$ cat config.mk
export PLATFORM = sky130hd
export DESIGN_NAME = sorted_set_merge
export DESIGN_NICKNAME = d
export VERILOG_FILES = /design/src/hdl/ssm_pkg.sv /design/src/hdl/sorted_set_merge.sv /design/src/hdl/ssm_set_store.sv
export VERILOG_INCLUDE_DIRS = /design/src /design/src/hdl
export SDC_FILE = /design/constraint.sdc
export NUM_CORES = 1
export LEC_CHECK = 0
export BUFFER_PORTS_ARGS = -buffer_cell sky130_fd_sc_hd__buf_2
export CAP_MARGIN = 5
export CORE_MARGIN = 4
export CORE_UTILIZATION = 45
export DETAILED_ROUTE_END_ITERATION = 16
export SYNTH_ARGS = -nofsm -noshare
export SYNTH_HDL_FRONTEND = slang
export SYNTH_SLANG_ARGS = --single-unit
$ cat constraint.sdc
create_clock -name clk_i -period 8.9 [get_ports clk_i]
set_clock_uncertainty 0.2 [all_clocks]
set_input_delay 0.89 -clock clk_i [delete_from_list [all_inputs] [get_ports clk_i]]
set_output_delay 0.89 -clock clk_i [all_outputs]
set_load 0.01 [all_outputs]
$ cat src/hdl/sorted_set_merge_macros.svh
`ifndef SORTED_SET_MERGE_MACROS_SVH
`define SORTED_SET_MERGE_MACROS_SVH

// Same-cycle implication, sampled on the rising clock edge outside reset.
`define SSM_ASSERT_IMPL(label, ante, cons, msg) \
  label: assert property (@(posedge clk_i) disable iff (!rst_ni) (ante) |-> (cons)) \
    else $error(msg);

// Next-cycle implication, sampled on the rising clock edge outside reset.
`define SSM_ASSERT_NEXT(label, ante, cons, msg) \
  label: assert property (@(posedge clk_i) disable iff (!rst_ni) (ante) |=> (cons)) \
    else $error(msg);

`endif

$ cat src/hdl/ssm_pkg.sv
`timescale 1ns / 1ps
`default_nettype none
package ssm_pkg;

  localparam int unsigned DATA_W       = 32;
  localparam int unsigned CAPACITY_DEF = 16;
  localparam int unsigned PADDR_W      = 3;

  localparam logic [0:0] REG_SET_OP = 1'b0;

  typedef enum logic [1:0] {
    CMD_LOAD_FIRST  = 2'd0,
    CMD_LOAD_SECOND = 2'd1,
    CMD_RUN         = 2'd2
  } ssm_cmd_e;

  typedef enum logic [1:0] {
    OP_UNION     = 2'd0,
    OP_INTERSECT = 2'd1,
    OP_DIFF      = 2'd2
  } ssm_op_e;

  typedef enum logic [1:0] {
    ST_IDLE,
    ST_READ,
    ST_CMP,
    ST_FLUSH
  } ssm_state_e;

  typedef struct packed {
    logic              en;
    logic [DATA_W-1:0] value;
  } ssm_load_t;

endpackage
`default_nettype wire

$ cat src/hdl/sorted_set_merge.sv
// Sorted set merge. Two ascending sets of signed 32-bit values are loaded one element per
// request (tuser 0 appends to the first set, 1 to the second); a load into a full set is
// dropped and remembered. A request with tuser 2 runs the merge selected by the
// set_operation register (0 union, 1 intersection, 2 first minus second) and clears both
// sets. Results leave in ascending order with tlast on the final one; an empty answer gives
// one result with value zero and the empty flag set. Every merge step first does the
// synchronous read of the two set memories and then compares and advances the pointers; the
// compare waits while the output is stalled. No new request is taken until the final result
// of a run has been handed to the output register.
`timescale 1ns / 1ps
`default_nettype none
`include "sorted_set_merge_macros.svh"
module sorted_set_merge import ssm_pkg::*; #(
  parameter int unsigned CAPACITY = CAPACITY_DEF
) (
  input  wire logic               clk_i,
  input  wire logic               rst_ni,
  // Configuration port.
  input  wire logic               psel,
  input  wire logic               penable,
  input  wire logic               pwrite,
  input  wire logic [PADDR_W-1:0] paddr,
  input  wire logic [31:0]        pwdata,
  output logic      [31:0]        prdata,
  output logic                    pready,
  // Request stream.
  input  wire logic               s_axis_tvalid,
  output logic                    s_axis_tready,
  input  wire logic [DATA_W-1:0]  s_axis_tdata,  // element_value
  input  wire logic [1:0]         s_axis_tuser,  // cmd
  // Result stream.
  output logic                    m_axis_tvalid,
  input  wire logic               m_axis_tready,
  output logic      [DATA_W-1:0]  m_axis_tdata,  // result_value
  output logic                    m_axis_tlast,  // last_result
  output logic      [1:0]         m_axis_tuser   // empty_result, overflow_seen
);

  localparam int unsigned AW = (CAPACITY > 1) ? $clog2(CAPACITY) : 1;
  localparam int unsigned CW = $clog2(CAPACITY + 1);

  ssm_state_e        state_q, state_d;
  logic [1:0]        op_q, op_d;
  logic [CW-1:0]     i_q, i_d, j_q, j_d, na_q, na_d, nb_q, nb_d;
  logic              ovf_q, ovf_d, run_ovf_q, run_ovf_d;
  logic              held_valid_q, held_valid_d;
  logic [DATA_W-1:0] held_value_q, held_value_d;
  logic              out_valid_q, out_valid_d;
  logic [DATA_W-1:0] out_value_q;
  logic              out_last_q, out_empty_q, out_ovf_q;

  logic              in_accept, run_req, cfg_wr;
  ssm_load_t         load_a, load_b;
  logic [DATA_W-1:0] a_data, b_data;
  logic [CW-1:0]     cnt_a, cnt_b;
  logic              full_a, full_b;

  logic              op_ok, both, tail_a, tail_b, work, lt, gt;
  logic              emit, adv_i, adv_j, stall, out_free;
  logic [DATA_W-1:0] emit_value;
  logic              out_load, out_load_last, out_load_empty;
  logic [DATA_W-1:0] out_load_value;

  // Configuration register.
  assign pready = 1'b1;
  assign cfg_wr = psel && penable && pwrite && pready && (paddr[PADDR_W-1:2] == REG_SET_OP);
  assign op_d   = cfg_wr ? pwdata[1:0] : op_q;

  always_comb begin
    prdata = '0;
    if (paddr[PADDR_W-1:2] == REG_SET_OP) begin
      prdata = {30'b0, op_q};
    end
  end

  // Set memories.
  assign in_accept    = s_axis_tvalid && s_axis_tready;
  assign run_req      = in_accept && (s_axis_tuser == CMD_RUN);
  assign load_a.en    = in_accept && (s_axis_tuser == CMD_LOAD_FIRST);
  assign load_a.value = s_axis_tdata;
  assign load_b.en    = in_accept && (s_axis_tuser == CMD_LOAD_SECOND);
  assign load_b.value = s_axis_tdata;

  ssm_set_store #(.CAPACITY(CAPACITY)) u_store_a (
    .clk_i     (clk_i),
    .rst_ni    (rst_ni),
    .load_i    (load_a),
    .clear_i   (run_req),
    .rd_addr_i (i_q[AW-1:0]),
    .rd_data_o (a_data),
    .count_o   (cnt_a),
    .full_o    (full_a)
  );

  ssm_set_store #(.CAPACITY(CAPACITY)) u_store_b (
    .clk_i     (clk_i),
    .rst_ni    (rst_ni),
    .load_i    (load_b),
    .clear_i   (run_req),
    .rd_addr_i (j_q[AW-1:0]),
    .rd_data_o (b_data),
    .count_o   (cnt_b),
    .full_o    (full_b)
  );

  always_comb begin
    ovf_d = ovf_q;
    if (run_req) begin
      ovf_d = 1'b0;
    end else if ((load_a.en && full_a) || (load_b.en && full_b)) begin
      ovf_d = 1'b1;
    end
  end

  // Merge step decode.
  assign op_ok  = (op_q == OP_UNION) || (op_q == OP_INTERSECT) || (op_q == OP_DIFF);
  assign both   = (i_q < na_q) && (j_q < nb_q);
  assign tail_a = (i_q < na_q) && (op_q != OP_INTERSECT);
  assign tail_b = (j_q < nb_q) && (op_q == OP_UNION);
  assign work   = op_ok && (both || tail_a || tail_b);
  assign lt     = $signed(a_data) < $signed(b_data);
  assign gt     = $signed(b_data) < $signed(a_data);

  always_comb begin
    emit       = 1'b1;
    emit_value = a_data;
    adv_i      = 1'b0;
    adv_j      = 1'b0;
    if (both) begin
      if (lt) begin
        emit  = (op_q != OP_INTERSECT);
        adv_i = 1'b1;
      end else if (gt) begin
        emit       = (op_q == OP_UNION);
        emit_value = b_data;
        adv_j      = 1'b1;
      end else begin
        emit  = (op_q != OP_DIFF);
        adv_i = 1'b1;
        adv_j = 1'b1;
      end
    end else if (i_q < na_q) begin
      adv_i = 1'b1;
    end else begin
      emit_value = b_data;
      adv_j      = 1'b1;
    end
  end

  assign out_free = !out_valid_q || m_axis_tready;
  assign stall    = emit && held_valid_q && !out_free;

  // Sequencer: next state.
  always_comb begin
    state_d = state_q;
    case (state_q)
      ST_IDLE: begin
        if (run_req) begin
          state_d = ST_READ;
        end
      end
      ST_READ: begin
        state_d = work ? ST_CMP : ST_FLUSH;
      end
      ST_CMP: begin
        if (!stall) begin
          state_d = ST_READ;
        end
      end
      ST_FLUSH: begin
        if (out_free) begin
          state_d = ST_IDLE;
        end
      end
      default: begin
        state_d = ST_IDLE;
      end
    endcase
  end

  // Sequencer: outputs and datapath.
  always_comb begin
    s_axis_tready  = 1'b0;
    i_d            = i_q;
    j_d            = j_q;
    na_d           = na_q;
    nb_d           = nb_q;
    run_ovf_d      = run_ovf_q;
    held_valid_d   = held_valid_q;
    held_value_d   = held_value_q;
    out_load       = 1'b0;
    out_load_value = held_value_q;
    out_load_last  = 1'b0;
    out_load_empty = 1'b0;
    case (state_q)
      ST_IDLE: begin
        s_axis_tready = 1'b1;
        if (run_req) begin
          i_d          = '0;
          j_d          = '0;
          na_d         = cnt_a;
          nb_d         = cnt_b;
          run_ovf_d    = ovf_q;
          held_valid_d = 1'b0;
        end
      end
      ST_READ: begin
      end
      ST_CMP: begin
        if (!stall) begin
          i_d = i_q + CW'(adv_i);
          j_d = j_q + CW'(adv_j);
          if (emit) begin
            held_valid_d = 1'b1;
            held_value_d = emit_value;
            out_load     = held_valid_q;
          end
        end
      end
      ST_FLUSH: begin
        if (out_free) begin
          out_load      = 1'b1;
          out_load_last = 1'b1;
          held_valid_d  = 1'b0;
          if (!held_valid_q) begin
            out_load_value = '0;
            out_load_empty = 1'b1;
          end
        end
      end
      default: begin
      end
    endcase
  end

  assign out_valid_d = out_load ? 1'b1 : (m_axis_tready ? 1'b0 : out_valid_q);

  always_ff @(posedge clk_i or negedge rst_ni) begin
    if (!rst_ni) begin
      state_q      <= ST_IDLE;
      op_q         <= OP_UNION;
      i_q          <= '0;
      j_q          <= '0;
      na_q         <= '0;
      nb_q         <= '0;
      ovf_q        <= 1'b0;
      run_ovf_q    <= 1'b0;
      held_valid_q <= 1'b0;
      out_valid_q  <= 1'b0;
    end else begin
      state_q      <= state_d;
      op_q         <= op_d;
      i_q          <= i_d;
      j_q          <= j_d;
      na_q         <= na_d;
      nb_q         <= nb_d;
      ovf_q        <= ovf_d;
      run_ovf_q    <= run_ovf_d;
      held_valid_q <= held_valid_d;
      out_valid_q  <= out_valid_d;
    end
  end

  always_ff @(posedge clk_i) begin
    held_value_q <= held_value_d;
    if (out_load) begin
      out_value_q <= out_load_value;
      out_last_q  <= out_load_last;
      out_empty_q <= out_load_empty;
      out_ovf_q   <= run_ovf_q;
    end
  end

  assign m_axis_tvalid = out_valid_q;
  assign m_axis_tdata  = out_value_q;
  assign m_axis_tlast  = out_last_q;
  assign m_axis_tuser  = {out_ovf_q, out_empty_q};

  `SSM_ASSERT_IMPL(a_out_no_overwrite, out_load, out_free, "Output register overwritten.")
  `SSM_ASSERT_IMPL(a_ptr_in_range, state_q != ST_IDLE, (i_q <= na_q) && (j_q <= nb_q), "Pointer past count.")
  `SSM_ASSERT_IMPL(a_empty_is_last, m_axis_tvalid && m_axis_tuser[0], m_axis_tlast, "Empty result without last.")
  `SSM_ASSERT_NEXT(a_run_clears, run_req, (cnt_a == '0) && (cnt_b == '0) && !ovf_q, "Run did not clear state.")

endmodule
`default_nettype wire

$ cat src/hdl/ssm_set_store.sv
`timescale 1ns / 1ps
`default_nettype none
module ssm_set_store import ssm_pkg::*; #(
  parameter int unsigned CAPACITY = CAPACITY_DEF,
  localparam int unsigned AW = (CAPACITY > 1) ? $clog2(CAPACITY) : 1,
  localparam int unsigned CW = $clog2(CAPACITY + 1)
) (
  input  wire logic              clk_i,
  input  wire logic              rst_ni,
  input  wire ssm_load_t         load_i,
  input  wire logic              clear_i,
  input  wire logic [AW-1:0]     rd_addr_i,
  output logic      [DATA_W-1:0] rd_data_o,
  output logic      [CW-1:0]     count_o,
  output logic                   full_o
);

  logic [DATA_W-1:0] mem [CAPACITY];
  logic [CW-1:0]     count_q, count_d;
  logic              wr_en;

  assign full_o  = (count_q == CW'(CAPACITY));
  assign count_o = count_q;
  assign wr_en   = load_i.en && !full_o;

  always_comb begin
    count_d = count_q;
    if (clear_i) begin
      count_d = '0;
    end else if (wr_en) begin
      count_d = count_q + CW'(1);
    end
  end

  always_ff @(posedge clk_i or negedge rst_ni) begin
    if (!rst_ni) begin
      count_q <= '0;
    end else begin
      count_q <= count_d;
    end
  end

  always_ff @(posedge clk_i) begin
    if (wr_en) begin
      mem[count_q[AW-1:0]] <= load_i.value;
    end
  end

  always_ff @(posedge clk_i) begin
    rd_data_o <= mem[rd_addr_i];
  end

endmodule
`default_nettype wire

==> summary.md <==
| Metric | Value |
|---|---|
| Setup Viol. Count Final | 0 |
| Clock Tree Root | clkbuf_16 |
| Setup bufs post-CTS | 0 |
| DP HPWL | 54000 µm |
| Initial antenna violation count | 10 |
| Vias per inst | around 5.8 |
| H-tree levels | 3 |
| Syn avg cell area | 22.5 µm² |
| Startpoint Class | flip-flop |
| Synth top area cells | edfxtp_1 72%, mux4_2 16%, dfxtp_1 2.8% |
| Main synth FF type | edfxtp_1 |
| Row count | around 120 |
| Peak VDD IR | a little under 300 µV |
| FF+latch area | 35000 µm² |
| Simple-gate share of the synthesized area | 0.0213 |
| Clk sinks | 1193 |
| CTS clk-pin slew, worst paths | 0.06 ns |
| Die X | 327 µm |
| Critical Path RT | approximately 9.3 ns |
| Syn. warnings | 0 |
| Power density over the cells | 312 nW/µm² |
| Post-synthesis compound-gate area fraction | 0.00975 |
| Fmax | roughly 0.19 GHz |
| Multi-input gate area | 10100 µm² |
| Worst Tran Pin Value | approximately 1.2 ns |
| Asr flop ratio synth | 0.0319 |
| Cell type with the largest total area after synthesis | edfxtp_1 |
| Worst-skew pair later-pin latency | between 0.6 and 0.7 ns |
| Register area share after synthesis | 0.766 |
| Top cell type's share of synthesized area | 0.717 |
| Initial DRC count | 2186 |
| Final Core Density | 0.513 |
| Setup_tns | 0 ns |
| Post-cts sizing count | 0 |
| Die Height | 327 µm |
| Die ar. | between 100000 and 150000 µm² |
| Multiplexer share of the synthesized area | 0.169 |
| Synth Area in Adders | 0.0145 |
| WL/cell | just under 30 µm |
| GPL Wtd Cong | approximately 0.78 |
| Hold Buf Count CTS | 0 |
| Cell variety after synth | 54 |
| Static Leak | 0.0167 µW |
| Number of global-route vias before repair | between 20k and 25k |
| RSZ-0062 raised after global routing | false |
| Global-route wire length before repair | 153000 µm |
| Pwr Total | roughly 16000 µW |
| Pins over their slew limit | 0 |
| Largest net degree at the start of global routing | 57 |
| Worst Setup Path Type | flip-flop to flip-flop |
| CTS tree | yes |
| WHS | 0.159 ns |
| Routed WL | 107000 µm |
| Status | finished clean |
| CTS Buf Count | 116 |
| Fillers | 7865 |
| Mapped Cells | 2031 |
| Layout cells sized above 1 | 0.299 |
| Synthesized cell area | 45700 µm² |
| Clock Path Buffers | 3 |
| Clock period minus final worst setup slack | 5.28 ns |
| GRT Residual Overflow | 0 |
| DRC viols | 0 |
| Layout Nets | 2304 |
| DR pass1 iterations | 5 |
| Vias | approximately 21k |
| Io pins | 146 |
| Synth-to-Final Area Change | 12.7% |
| Post-synth EDFFs | 1091 |
| #FFs+latches synth | around 1.2k |
| Maximum fanout along the worst path | 24 |
| IO Port Bufs | between 80 and 90 |
| Largest family of logic cells by synthesized area | multiplexers |
| Worst rel slew slack | 0.173 |
| Fin. Hold Viols | 0 |
| Post-route antenna net violation count | 0 |
| Core Box Area | 100000 µm² |
| Initial Util | 0.455 |
| Crit path DAT | 5.69 ns |
| Synth Area in XOR/XNOR | 0.00153 |
| GRT Util Overall | 0.201 |
| Crit end category | flip-flop |
| Fin crit share | 0.594 |
| Min-Delay Path Class | input port to async pin |
| Max-cap violation count | 0 |
## logic make-up after synthesis
logic type / count (synthesis)
muxes: 358
adders and majority gates: 53
other: 2
DFF: 1193
buffers and inverters: 173
xor gates and xnor gates: 8
AOI/OAI and AO/OA: 69
and+or+nand+nor: 175
## cell usage in the layout, fill, tap and decap left out, types with 21 or more instances in the layout
master	Yosys	layout
dfrtp_1	38	30
inv_1	55	55
dfxtp_1	64	64
conb_1	2	31
clkbuf_16	0	118
clkbuf_1	43	27
buf_4	34	34
buf_2	2	82
clkinv_1	0	26
mux4_2	320	320
nor2_1	22	21
mux2_4	27	27
ha_1	52	52
and2_1	58	35
edfxtp_1	1091	1091
nand2_1	32	32
## layout make-up
cell class | count | share of cell area
diodes | 2 | 0.0000972
clock buffers | 157 | 0.0625
clock inverters | 62 | 0.0120
inverters | 55 | 0.00401
multi-input cells | 694 | 0.196
flip-flops and latches | 1193 | 0.680
well taps | 1357 | 0.0330
repair buffers | 116 | 0.0129
## registers in the layout, indices dropped and copies added, names as in the netlist, 5 cells and up
signal	cells
u_store_a.count_o	5
u_store_b.rd_data_o	32
u_store_b.count_o	5
u_store_a.rd_data_o	32
u_store_a.mem	512
na_q	5
nb_q	5
u_store_b.mem	512
j_q	5
m_axis_tdata	32
i_q	5
held_value_q	32
## power by group
part	internal [µW]	switching (µW)	leakage (µW)	total [µW]
clock network	2820	2060	0.00186	4880
registers	6690	430	0.0109	7120
logic	2060	1990	0.00399	4050
## critical path, cell delays in order, from the launching register on
cell and delay [ns]:
dfxtp_1 0.35, inv_1 0.05, ha_1 0.31, nand4_1 0.20, nor4_1 1.06, a21boi_0 0.28, o31a_1 0.29, o21a_1 0.22
nor2_1 0.10, a21oi_4 0.47, buf_4 0.57, ha_1 0.30, ha_1 0.18, nand4_1 0.12, or3_1 0.35, a21oi_1 0.13
## cell usage after synthesis, drive strengths merged, types with 2 or more instances
cell type / count
nor2: 22
ha: 52
o21ai: 20
and4: 2
inv: 55
nand3: 9
edfxtp: 1091
mux2: 32
clkbuf: 43
or2: 2
dfrtp: 38
and3: 13
buf: 75
nor3: 4
a21oi: 18
a221o: 2
and2: 58
dfxtp: 64
nand4: 10
or3: 2
nand2: 32
a31oi: 2
mux4: 320
conb: 2
mux2i: 6
o31ai: 4
nor2b: 6
nand2b: 6
xor2: 3
nor3b: 2
o211ai: 7
xnor2: 5
nor4: 2
a21o: 8
## metal layers
| layer | global-route usage | up-vias | wire length [µm] |
|---|---|---|---|
| li1 | - | 8644 | - |
| met1 | 0.296 | 11300 | 46000 |
| met2 | 0.312 | 833 | 50300 |
| met3 | 0.0411 | 167 | 8010 |
| met4 | 0.0503 | 2 | 2580 |
| met5 | 0 | - | 13 |
## worst paths after layout
path	from	to	slack (ns)	depth (start not counted)
max in group asynchronous	rst_ni	i_q[1]$_DFFE_PN0P_	7.65	1
hold reg to reg	run_ovf_q$_DFFE_PN0P_	out_ovf_q$_DFFE_PP_	0.27	0
setup reg to reg	u_store_a.rd_data_o[14]$_DFF_P_	i_q[4]$_DFFE_PN0P_	3.62	15
min in group clk_i	pwdata[0]	op_q[0]$_DFFE_PN0P_	0.24	2
hold / removal	rst_ni	run_ovf_q$_DFFE_PN0P_	0.16	1
setup / recovery	u_store_a.rd_data_o[14]$_DFF_P_	i_q[4]$_DFFE_PN0P_	3.62	15
## stage by stage
stage               std cells  setup slack, ns  cell area (µm²)
floorplan                2060             3.77            45800
CTS                      3634             3.77            51500
global placement         3415             3.93            47700
detailed placement       3415             3.81            47700
finish                   3636             3.62            51500
global route             3634             3.45            51500
Power figures use the tool's default switching activity.
